## config.mk

```make
export PLATFORM = sky130hd
export DESIGN_NAME = b85_front
export DESIGN_NICKNAME = d
export VERILOG_FILES = /design/src/design/b85_pkg.sv /design/src/design/b85_front.sv
export SDC_FILE = /design/constraint.sdc
export NUM_CORES = 1
export LEC_CHECK = 0
export ABC_AREA = 1
export ABC_CLOCK_PERIOD_IN_PS = 3550
export BUFFER_PORTS_ARGS = -buffer_cell sky130_fd_sc_hd__buf_2
export CORE_AREA = 2 2 80 82
export DETAILED_ROUTE_END_ITERATION = 12
export DIE_AREA = 0 0 82 84
export MAX_ROUTING_LAYER = met4
export SLEW_MARGIN = 5
export SYNTH_ARGS = -nofsm -noshare
export SYNTH_HDL_FRONTEND = slang
export SYNTH_SLANG_ARGS = --single-unit
```

## constraint.sdc

```tcl
create_clock -name clk -period 3.55 [get_ports clk]
set_input_delay 0.8875 -clock clk [delete_from_list [all_inputs] [get_ports clk]]
set_output_delay 0.8875 -clock clk [all_outputs]
set_load 0.02 [all_outputs]
```

## src/design/b85_pkg.sv

```systemverilog
package b85_pkg;

  // FIFO depth between the byte front end and the digit back end
  localparam int unsigned QUEUE_DEPTH = 2;

  // floor(n / 85) == (n * RECIP_85) >> RECIP_SHIFT for every 32-bit n
  localparam logic [31:0] RECIP_85    = 32'hC0C0C0C1;
  localparam int unsigned RECIP_SHIFT = 38;
  localparam logic [13:0] RADIX       = 14'd85;

  localparam int unsigned DIGITS_PER_GROUP = 5;

  localparam logic [1:0] ALPHA_ORIGINAL = 2'd0;
  localparam logic [1:0] ALPHA_Z85      = 2'd1;
  localparam logic [1:0] ALPHA_RFC1924  = 2'd2;

  // First character sits in the top byte
  localparam logic [85*8-1:0] Z85_STR =
    "0123456789abcdefghijklmnopqrstuvwxyzABCDEFGHIJKLMNOPQRSTUVWXYZ.-:+=^!/*?&<>()[]{}@%$#";
  localparam logic [85*8-1:0] RFC1924_STR =
    "0123456789ABCDEFGHIJKLMNOPQRSTUVWXYZabcdefghijklmnopqrstuvwxyz!#$%&()*+-;<=>?@^_`{|}~";

  typedef enum logic [2:0] {
    REG_ALPHABET   = 3'd0,
    REG_ZERO_EN    = 3'd1,
    REG_ZERO_CHAR  = 3'd2,
    REG_SPACE_EN   = 3'd3,
    REG_SPACE_CHAR = 3'd4,
    REG_PADDING    = 3'd5
  } reg_idx_t;

  typedef enum logic [1:0] {
    JOB_DIGITS,
    JOB_CHAR,
    JOB_ERROR
  } job_kind_t;

  typedef struct packed {
    job_kind_t   kind;
    logic [31:0] value;     // group value, or the single character in [7:0]
    logic [2:0]  n_chars;   // characters to send, 1..5
    logic        stream_end;
  } job_t;

  typedef struct packed {
    logic [1:0] alphabet_select;
    logic       zero_en;
    logic [7:0] zero_char;
    logic       space_en;
    logic [7:0] space_char;
    logic       padding_en;
  } cfg_t;

  function automatic logic [7:0] b85_char(input logic [1:0] sel, input logic [6:0] digit);
    logic [9:0] pos;
    logic [7:0] ch;
    pos = {7'd84 - digit, 3'b000};
    case (sel)
      ALPHA_Z85:     ch = Z85_STR[pos +: 8];
      ALPHA_RFC1924: ch = RFC1924_STR[pos +: 8];
      default:       ch = {1'b0, digit} + 8'd33;
    endcase
    return ch;
  endfunction

endpackage

```

## src/design/b85_front.sv

```systemverilog
module b85_front
  import b85_pkg::*;
(
  input  logic       clk,
  input  logic       rst_n,
  input  cfg_t       cfg,
  input  logic       in_valid,
  output logic       in_ready,
  input  logic [7:0] in_data_byte,
  input  logic       in_stream_end,
  input  logic       q_full,
  output logic       push,
  output job_t       push_job
);

  logic [23:0] group_bytes_r, group_bytes_nxt;
  logic [1:0]  group_count_r, group_count_nxt;
  logic [2:0]  n;
  logic [31:0] acc;
  logic        accept;
  logic        group_done;

  assign in_ready   = !q_full;
  assign accept     = in_valid && in_ready;
  assign n          = {1'b0, group_count_r} + 3'd1;
  assign acc        = {group_bytes_r, in_data_byte};
  assign group_done = (n == 3'd4) || in_stream_end;
  assign push       = accept && group_done;

  // Classify the finished group
  always_comb begin
    push_job.kind       = JOB_DIGITS;
    push_job.value      = acc;
    push_job.n_chars    = n + 3'd1;
    push_job.stream_end = in_stream_end;
    if (n == 3'd4) begin
      if (acc == 32'h0000_0000 && cfg.zero_en) begin
        push_job.kind    = JOB_CHAR;
        push_job.value   = {24'd0, cfg.zero_char};
        push_job.n_chars = 3'd1;
      end else if (acc == 32'h2020_2020 && cfg.space_en) begin
        push_job.kind    = JOB_CHAR;
        push_job.value   = {24'd0, cfg.space_char};
        push_job.n_chars = 3'd1;
      end
    end else if (!cfg.padding_en) begin
      push_job.kind    = JOB_ERROR;
      push_job.value   = 32'd0;
      push_job.n_chars = 3'd1;
    end else begin
      // pad the partial group with zero bytes at the bottom
      case (n)
        3'd1:    push_job.value = {acc[7:0], 24'd0};
        3'd2:    push_job.value = {acc[15:0], 16'd0};
        3'd3:    push_job.value = {acc[23:0], 8'd0};
        default: push_job.value = acc;
      endcase
    end
  end

  always_comb begin
    group_bytes_nxt = group_bytes_r;
    group_count_nxt = group_count_r;
    if (accept) begin
      if (group_done) begin
        group_bytes_nxt = 24'd0;
        group_count_nxt = 2'd0;
      end else begin
        group_bytes_nxt = acc[23:0];
        group_count_nxt = n[1:0];
      end
    end
  end

  always_ff @(posedge clk) begin
    if (!rst_n) begin
      group_bytes_r <= 24'd0;
      group_count_r <= 2'd0;
    end else begin
      group_bytes_r <= group_bytes_nxt;
      group_count_r <= group_count_nxt;
    end
  end

endmodule

```

==> metrics.cfg <==
[detailed_routing]
vias=2440
antenna_left=0
viasPerCell=4.939
drc_errors=0
drt-pass1-iter-count=4
wl_per_cell_um=12.49
first_iter_violations=185
drt_wl_total_mm=6.170

[logic_synthesis]
synth.yosys.seq_area_share_pct=25.15
yosys_warnings=0
synthCells=353
syn_nets=392
ys_types=29
async_flop_share_pct=0
synth-edff-count=0
syn_avg_cell_area_um2=5.863
synth_ff_type=dfxtp_1
ys_ff_latch=26
syn-cell-area_um2=2069

[clocking]
cts-resized-gates=0
numCtsBuffers=3
cts_tree=yes
cts_hold_buf=0
worstSkewPairLatency_ns=0.26
cts_max_path_buffers=2
cts_sinks=26
clk_pin_slew_ns=0.08
post-cts-setup-buffer-count=0
clockRootBuffer=clkbuf_8
cts.htree.levels=1

[setup_path]
arrival_ns=2.22
slowest_delay_ns=0.47
worstPathCellList=ha_1 > inv_1 > o21ai_0 > buf_2
cp_data_required_time_ns=2.66
crit_type=reg -> out
critPathMaxFanout=23
worstSetupStartpointType=flop
cp-end-kind=output port
slowest_stage=ha_1
worst-r2r-cell-count=5

[floorplan]
rows=29
dieArea_um2=6888
die_w_um=82
coreArea_um2=6096
die_h_um=84
io_pins=74
start_util_pct=33.95

[cells_and_area]
stdcell_count=494
syn_to_final_growth_pct=22.43
finalInstanceArea_um2=2534
layout-drive-gt1-share_pct=23.26
nets=457
diodes=0
area.sequential_um2=520.5
multi_input_area_um2=1274
fill_cells=671

[timing]
tns_ns=0
maxSlewViolCount=0
rsz0062_at_grt=no
min_period_ns=3.105
finalSetupViolCount=0
timing.fmax_mhz=322.1
post-route-period-util_pct=87.45
skew_ns=0.001796
worstMarginPinSlew_ns=0.7334
max-slew-margin-rel_pct=51.05
hold_viol=0

[status]
status=complete, no violations

[place]
dp_hpwl_mm=4.815
place_area_um2=2479
numPortBuffers=71
place_inst=490
gp_congestion=0.8833

[global_route]
grt_usage_pct=18.49
antenna_found_initial=0
grt_pass1_wl_mm=10.05
gr-total-overflow=0
grt_max_degree=28
first_global_vias=2186

[power_and_ir_drop]
p_seq_share_pct=49.0
power_frac_comb_pct=21.4
p_per_area_nw_per_um2=242.6
vdd_ir_drop_max_mv=0.1229
p_int_mw=0.4402
p_leak_nw=1.233
switching_share_pct=28.39
pwr-share-clk_pct=29.7
switchingPower_mw=0.1745

[hold_path]
min_path_type=reg -> reg
hold_depth=2

[run]
maxCapViolations=0

## power groups by stage
stage / sequential, mW / clock (mW) / combinational [mW]
5_1_grt: 0.302 / 0.205 / 0.147
3_3_place_gp: 0.308 / 0 / 0.130
3_5_place_dp: 0.308 / 0 / 0.131
2_1_floorplan: 0.306 / 0 / 0.0818
6_report: 0.301 / 0.182 / 0.131
4_1_cts: 0.301 / 0.189 / 0.131
## stage by stage
step,worst slack [ns],hold slack (ns),power (mW),util (%)
after floorplan,0.7673,0.4453,0.3881,-
after global placement,0.5200,0.4568,0.4381,40.66
after detailed placement,0.4947,0.4582,0.4390,40.66
after CTS,0.4495,0.4716,0.6213,41.56
after global routing,0.2965,0.5097,0.6541,41.56
final,0.4454,0.4660,0.6147,41.56
## cells by family after synthesis
kind of cell / count (synthesis) / synth area share (%)
simple gates: 169 / 36.15
buf+inv: 70 / 13.30
compound gates: 83 / 22.37
flops: 26 / 25.15
fa+ha+maj: 5 / 3.023
## placed cells by master (no fill, tap or decap), drive strengths merged, types with 3 or more instances in the layout
cell,n
nand2,95
buf,74
inv,55
a21oi,43
nor2,38
nand3,31
dfxtp,26
o22ai,19
o21ai,14
ha,5
clkbuf,4
o221ai,3
## cell usage after synthesis (2+ instances only)
master,count,share of area [%]
inv_2,10,1.8
o22ai_1,19,5.7
inv_1,45,8.2
o21ai_0,10,2.4
nand2_2,2,0.60
nor2_1,34,6.2
clkbuf_1,7,1.3
ha_1,5,3.0
nor2_4,2,1.1
buf_4,2,0.73
and2_1,2,0.60
buf_2,4,0.97
o221ai_1,3,1.3
dfxtp_1,26,25
o21ai_1,4,0.97
a22o_1,2,0.85
a21oi_1,43,10
nand2_1,92,17
o211ai_1,2,0.73
nand3_1,30,7.3
## path summary, 6_finish.rpt
check	endpoint	slack, ns	start
min reg2reg	group_bytes_r[18]	0.47	group_bytes_r[18]
max reg2reg	group_bytes_r[9]	1.97	group_count_r[0]
max	push_job[24]	0.45	group_count_r[0]
min	group_bytes_r[18]	0.47	group_bytes_r[18]
## worst max-delay path, delay by kind of cell (launching register included)
| family | cells | cell delay [ns] |
|---|---|---|
| AO/OA/AOI/OAI | 1 | 0.36 |
| adder cells (fa/ha/maj) | 1 | 0.47 |
| buffers and inverters | 2 | 0.67 |
| flip-flops | 1 | 0.45 |
## sequential cells by signal, summed over array words and instances (netlist names)
| name | cells |
|---|---|
| group_count_r | 2 |
| group_bytes_r | 24 |
## layout make-up
cell class | instances | share of cell area (%)
Sequential cell | 26 | 20.54
Multi-Input combinational cell | 257 | 50.27
Inverter | 56 | 8.296
Timing Repair Buffer | 74 | 14.91
Tap cell | 77 | 3.802
Clock buffer | 4 | 2.173
## routing by layer
layer | part of all wire [%] | track usage, % | vias up
met5 | 0 | - | -
met4 | 0.57 | 5.606 | 0
met3 | 6.3 | 2.056 | 4
met2 | 47 | 29.79 | 75
met1 | 46 | 24.06 | 1084
li1 | - | - | 1277
(Power assumes the default switching activity.)
