File: config.mk
export PLATFORM = sky130hd
export DESIGN_NAME = b85_queue
export DESIGN_NICKNAME = d
export VERILOG_FILES = /design/src/design/b85_pkg.sv /design/src/design/b85_queue.sv
export SDC_FILE = /design/constraint.sdc
export NUM_CORES = 1
export LEC_CHECK = 0
export ABC_AREA = 1
export BUFFER_PORTS_ARGS = -buffer_cell sky130_fd_sc_hd__buf_2
export CORE_MARGIN = 2
export CORE_UTILIZATION = 52
export DETAILED_ROUTE_END_ITERATION = 16
export PLACE_DENSITY = 0.89
export SLEW_MARGIN = 15
export SYNTH_ARGS = -nofsm -noshare
export SYNTH_HDL_FRONTEND = slang
export SYNTH_SLANG_ARGS = --single-unit
File: constraint.sdc
create_clock -name clk -period 2.84 [get_ports clk]
set_input_delay 0 -clock clk [delete_from_list [all_inputs] [get_ports clk]]
set_output_delay 0 -clock clk [all_outputs]
set_load 0.02 [all_outputs]
File: src/design/b85_pkg.sv
package b85_pkg;

  // FIFO depth between the byte front end and the digit back end
  localparam int unsigned QUEUE_DEPTH = 2;

  // floor(n / 85) == (n * RECIP_85) >> RECIP_SHIFT for every 32-bit n
  localparam logic [31:0] RECIP_85    = 32'hC0C0C0C1;
  localparam int unsigned RECIP_SHIFT = 38;
  localparam logic [13:0] RADIX       = 14'd85;

  localparam int unsigned DIGITS_PER_GROUP = 5;

  localparam logic [1:0] ALPHA_ORIGINAL = 2'd0;
  localparam logic [1:0] ALPHA_Z85      = 2'd1;
  localparam logic [1:0] ALPHA_RFC1924  = 2'd2;

  // First character sits in the top byte
  localparam logic [85*8-1:0] Z85_STR =
    "0123456789abcdefghijklmnopqrstuvwxyzABCDEFGHIJKLMNOPQRSTUVWXYZ.-:+=^!/*?&<>()[]{}@%$#";
  localparam logic [85*8-1:0] RFC1924_STR =
    "0123456789ABCDEFGHIJKLMNOPQRSTUVWXYZabcdefghijklmnopqrstuvwxyz!#$%&()*+-;<=>?@^_`{|}~";

  typedef enum logic [2:0] {
    REG_ALPHABET   = 3'd0,
    REG_ZERO_EN    = 3'd1,
    REG_ZERO_CHAR  = 3'd2,
    REG_SPACE_EN   = 3'd3,
    REG_SPACE_CHAR = 3'd4,
    REG_PADDING    = 3'd5
  } reg_idx_t;

  typedef enum logic [1:0] {
    JOB_DIGITS,
    JOB_CHAR,
    JOB_ERROR
  } job_kind_t;

  typedef struct packed {
    job_kind_t   kind;
    logic [31:0] value;     // group value, or the single character in [7:0]
    logic [2:0]  n_chars;   // characters to send, 1..5
    logic        stream_end;
  } job_t;

  typedef struct packed {
    logic [1:0] alphabet_select;
    logic       zero_en;
    logic [7:0] zero_char;
    logic       space_en;
    logic [7:0] space_char;
    logic       padding_en;
  } cfg_t;

  function automatic logic [7:0] b85_char(input logic [1:0] sel, input logic [6:0] digit);
    logic [9:0] pos;
    logic [7:0] ch;
    pos = {7'd84 - digit, 3'b000};
    case (sel)
      ALPHA_Z85:     ch = Z85_STR[pos +: 8];
      ALPHA_RFC1924: ch = RFC1924_STR[pos +: 8];
      default:       ch = {1'b0, digit} + 8'd33;
    endcase
    return ch;
  endfunction

endpackage

File: src/design/b85_queue.sv
module b85_queue
  import b85_pkg::*;
#(
  parameter int unsigned DEPTH = QUEUE_DEPTH
) (
  input  logic clk,
  input  logic rst_n,
  input  logic push,
  input  job_t push_job,
  output logic full,
  input  logic pop,
  output job_t pop_job,
  output logic empty
);

  localparam int unsigned AW = (DEPTH > 1) ? $clog2(DEPTH) : 1;
  localparam int unsigned CW = $clog2(DEPTH + 1);

  job_t          mem [DEPTH];
  logic [AW-1:0] wr_ptr_r, wr_ptr_nxt;
  logic [AW-1:0] rd_ptr_r, rd_ptr_nxt;
  logic [CW-1:0] count_r, count_nxt;

  assign full    = (count_r == CW'(DEPTH));
  assign empty   = (count_r == '0);
  assign pop_job = mem[rd_ptr_r];

  always_comb begin
    wr_ptr_nxt = wr_ptr_r;
    rd_ptr_nxt = rd_ptr_r;
    count_nxt  = count_r;
    if (push) begin
      wr_ptr_nxt = (wr_ptr_r == AW'(DEPTH - 1)) ? '0 : wr_ptr_r + 1'b1;
    end
    if (pop) begin
      rd_ptr_nxt = (rd_ptr_r == AW'(DEPTH - 1)) ? '0 : rd_ptr_r + 1'b1;
    end
    case ({push, pop})
      2'b10:   count_nxt = count_r + 1'b1;
      2'b01:   count_nxt = count_r - 1'b1;
      default: count_nxt = count_r;
    endcase
  end

  always_ff @(posedge clk) begin
    if (!rst_n) begin
      wr_ptr_r <= '0;
      rd_ptr_r <= '0;
      count_r  <= '0;
    end else begin
      wr_ptr_r <= wr_ptr_nxt;
      rd_ptr_r <= rd_ptr_nxt;
      count_r  <= count_nxt;
    end
  end

  always_ff @(posedge clk) begin
    if (push) begin
      mem[wr_ptr_r] <= push_job;
    end
  end

endmodule

==> out/results.tsv <==
stage	metric	value	unit
clocking	cts_made_buffers	9	
logic_synthesis	ys_seq_elements	81	
critical_path	path_class	register to output pin	
global_route	grt_max_degree	39	
placed_design	gp_congestion	0.665	
logic_synthesis	synth_nets	196	
pwr	combinationalPowerShare	0.140	
sta	fin_crit_sh	0.696	
logic_synthesis	ys_seq_area_frac	0.781	
routing	drc	0	
routing	routed_via_density	4.87	
critical_path	critical_path.cell_chain	buf_4, mux2_4, buf_2	
logic_synthesis	synthArstFlopShare	0	
pwr	power_density	586	mW/mm^2
logic_synthesis	synthTopCellsByArea	edfxtp_1, mux2_4, mux2_2	
cells_and_area	finalNetCount	329	
floorplanning	die_w	80.6	microns
logic_synthesis	syn_area_per_cell	19.9	sq um
sta	finalClockSkew	0.00577	ns
pwr	netSwitchingFraction	0.229	
sta	rsz0062_at_grt	false	
sta	finalWorstSetupSlack	0.862	ns
global_route	antenna_found_initial	0	
critical_path	required	2.84	ns
pwr	vdd_drop_max	0.000524	V
sta	setup_viol	0	
global_route	grt_util_all_layers	0.183	
critical_path	reg2reg_to	wr_ptr_r$_SDFFE_PN0P_	
routing	ant_nets	0	
min_path	worstHoldStart	push	
cells_and_area	area_growth	34.6	%
floorplanning	die_area	0.00649	sq mm
pwr	internal_power	1.86	mW
logic_synthesis	synth-edff-count	76	
floorplanning	num_io_pins	82	
logic_synthesis	netlist_instances	153	
clocking	cts_resized	0	
routing	drt_iter0_drc	86	
routing	detail_route.wl_per_cell	15.8	microns
logic_synthesis	synthesis.area	0.00305	sq mm
min_path	hold_depth	4	
clocking	clk_pin_slew_worst_paths	0.07	ns
floorplanning	start_util	0.547	
routing	wirelength	5730	microns
clocking	clk_latency	0.33	ns
logic_synthesis	synth_flop_cell	edfxtp_1	
cells_and_area	final_util	0.736	
pwr	p_switching	0.551	mW
pwr	total_power	2.41	mW
logic_synthesis	synth_most_common_cell	edfxtp_1	
floorplanning	chipHeight	80.6	microns
floorplanning	rows	27	
clocking	tritoncts	done	
flow_run	cap_viol_max_count	0	
placed_design	dp_slack	1.19	ns
placed_design	portBuffers	81	
critical_path	cp_top_family	flip-flops	
cells_and_area	layout-drive-gt1-share	0.459	
floorplanning	coreArea	0.00557	sq mm
clocking	clockBufferDepth	2	
status	status	finished, final reports clean	
min_path	hold_class	input pin to register	
logic_synthesis	synth_top_area_cell	edfxtp_1	
cells_and_area	diodes	0	
sta	relSlewSlack	0.549	
critical_path	arrival	1.98	ns
routing	vias	1764	
clocking	clockRootBuffer	clkbuf_8	
global_route	overflow	0	
sta	period_minus_slack	1.98	ns
logic_synthesis	synthTopCellsByCount	edfxtp_1, mux2_4, mux2_2	
sta	hold_viol	0	
clocking	cts.sinks	81	
critical_path	cp_slowest_cell	dfxtp_2	
critical_path	start_kind	register	
critical_path	crit_path_end_kind	output pin	
critical_path	path_buf_inv	2	
global_route	grt_pass1_wl	8510	microns
logic_synthesis	ys_types	13	
critical_path	r2r_cells	5	
logic_synthesis	synth_top_area_frac	0.748	
min_path	holdPathEnd	count_r[0]$_SDFFE_PN0P_	
clocking	cts_max_level	3	
sta	tightestPinTransition	0.677	ns
sta	drv_slew	0	
sta	final.setup.tns	0	ns
sta	fmax	506	MHz
critical_path	worstReg2RegStart	wr_ptr_r$_SDFFE_PN0P_	
pwr	power_frac_seq	0.586	
critical_path	r2r_setup_slack	1.01	ns
global_route	grt_pass1_vias	1871	
critical_path	slowest_delay	0.77	ns
routing	detail_route.first_pass.iterations	4	
placed_design	hpwlAfterDp	3500	microns
logic_synthesis	yosys_warnings	0	
pwr	leakagePower	1.64	nW
pwr	clockPowerShare	0.274	
critical_path	path_max_fanout	26	
==> cell families after synthesis <==
group | Yosys count | share of synthesized area
flops | 81 | 0.781
compound gates | 2 | 0.00328
simple gates | 21 | 0.0267
buf+inv | 10 | 0.0201
fa+ha+maj | 1 | 0.00410
mux | 38 | 0.165
==> placed cells by master (no fill, tap or decap), drive strengths merged <==
cell type and count:
dlygate4sd3 42, buf 84, clkinv 1, nor2 12, clkbuf 14, inv 6
o21ai 1, ha 1, dfxtp 5, edfxtp 76, nand4 1, nand2 8
a21oi 1, mux2 38
==> stage by stage <==
| step | hold WS (ns) | cell area [sq um] | std cells |
|---|---|---|---|
| after detailed placement | 0.193 | 3540 | 305 |
| final | 0.188 | 4110 | 362 |
| after CTS | 0.181 | 4110 | 362 |
| after global placement | 0.187 | 3540 | 305 |
| after global routing | 0.217 | 4110 | 362 |
| after floorplan | 0.0989 | 3050 | 153 |
==> worst max path at each step <==
stage / end / slack (ns) / cells after the start
after floorplan: mem[0][0]$_DFFE_PP_ / 0.48 / 1
after global placement: pop_job[15] / 1.22 / 3
after detailed placement: pop_job[21] / 1.19 / 3
after CTS: pop_job[21] / 0.83 / 3
after global routing: pop_job[19] / 0.76 / 3
final: pop_job[21] / 0.86 / 3
==> power by group through the flow <==
| stage | Sequential [mW] | Clock, mW | Combinational [mW] |
|---|---|---|---|
| after global placement | 1.43 | 0 | 0.283 |
| after global routing | 1.42 | 0.720 | 0.364 |
| after detailed placement | 1.44 | 0 | 0.292 |
| after CTS | 1.41 | 0.675 | 0.338 |
| after floorplan | 1.42 | 0 | 0.203 |
| final | 1.41 | 0.660 | 0.338 |
==> what timing repair did <==
item,CTS,global route
hold buffers,42,0
setup buffers,0,0
endpoints found under the hold margin,81,0
==> layer usage <==
| metal | vias to the layer above | part of all wire | track usage |
|---|---|---|---|
| li1 | 840 | - | - |
| met1 | 842 | 0.39 | 0.201 |
| met5 | - | 0 | 0 |
| met3 | 14 | 0.056 | 0.0371 |
| met4 | 0 | 0.025 | 0.0915 |
| met2 | 68 | 0.52 | 0.335 |
==> state kept, by name, indices dropped and copies added (netlist names), named ones only <==
signal    count
rd_ptr_r      1
count_r       2
wr_ptr_r      1
mem          76
==> final cells by class <==
class / count / area [sq um]
Sequential cell: 81 / 2380
Fill cell: 360 / 1470
Timing Repair Buffer: 126 / 848
Multi-Input combinational cell: 62 / 614
Clock buffer: 14 / 143
Tap cell: 72 / 90.1
Inverter: 6 / 22.5
Clock inverter: 1 / 3.75
==> tightest hold or removal path: cells and delay by family <==
family          cells  cell delay [ns]
fa+ha+maj           1             0.18
buf+inv             2             0.23
compound gates      1             0.07
Power figures use the tool's default switching activity.
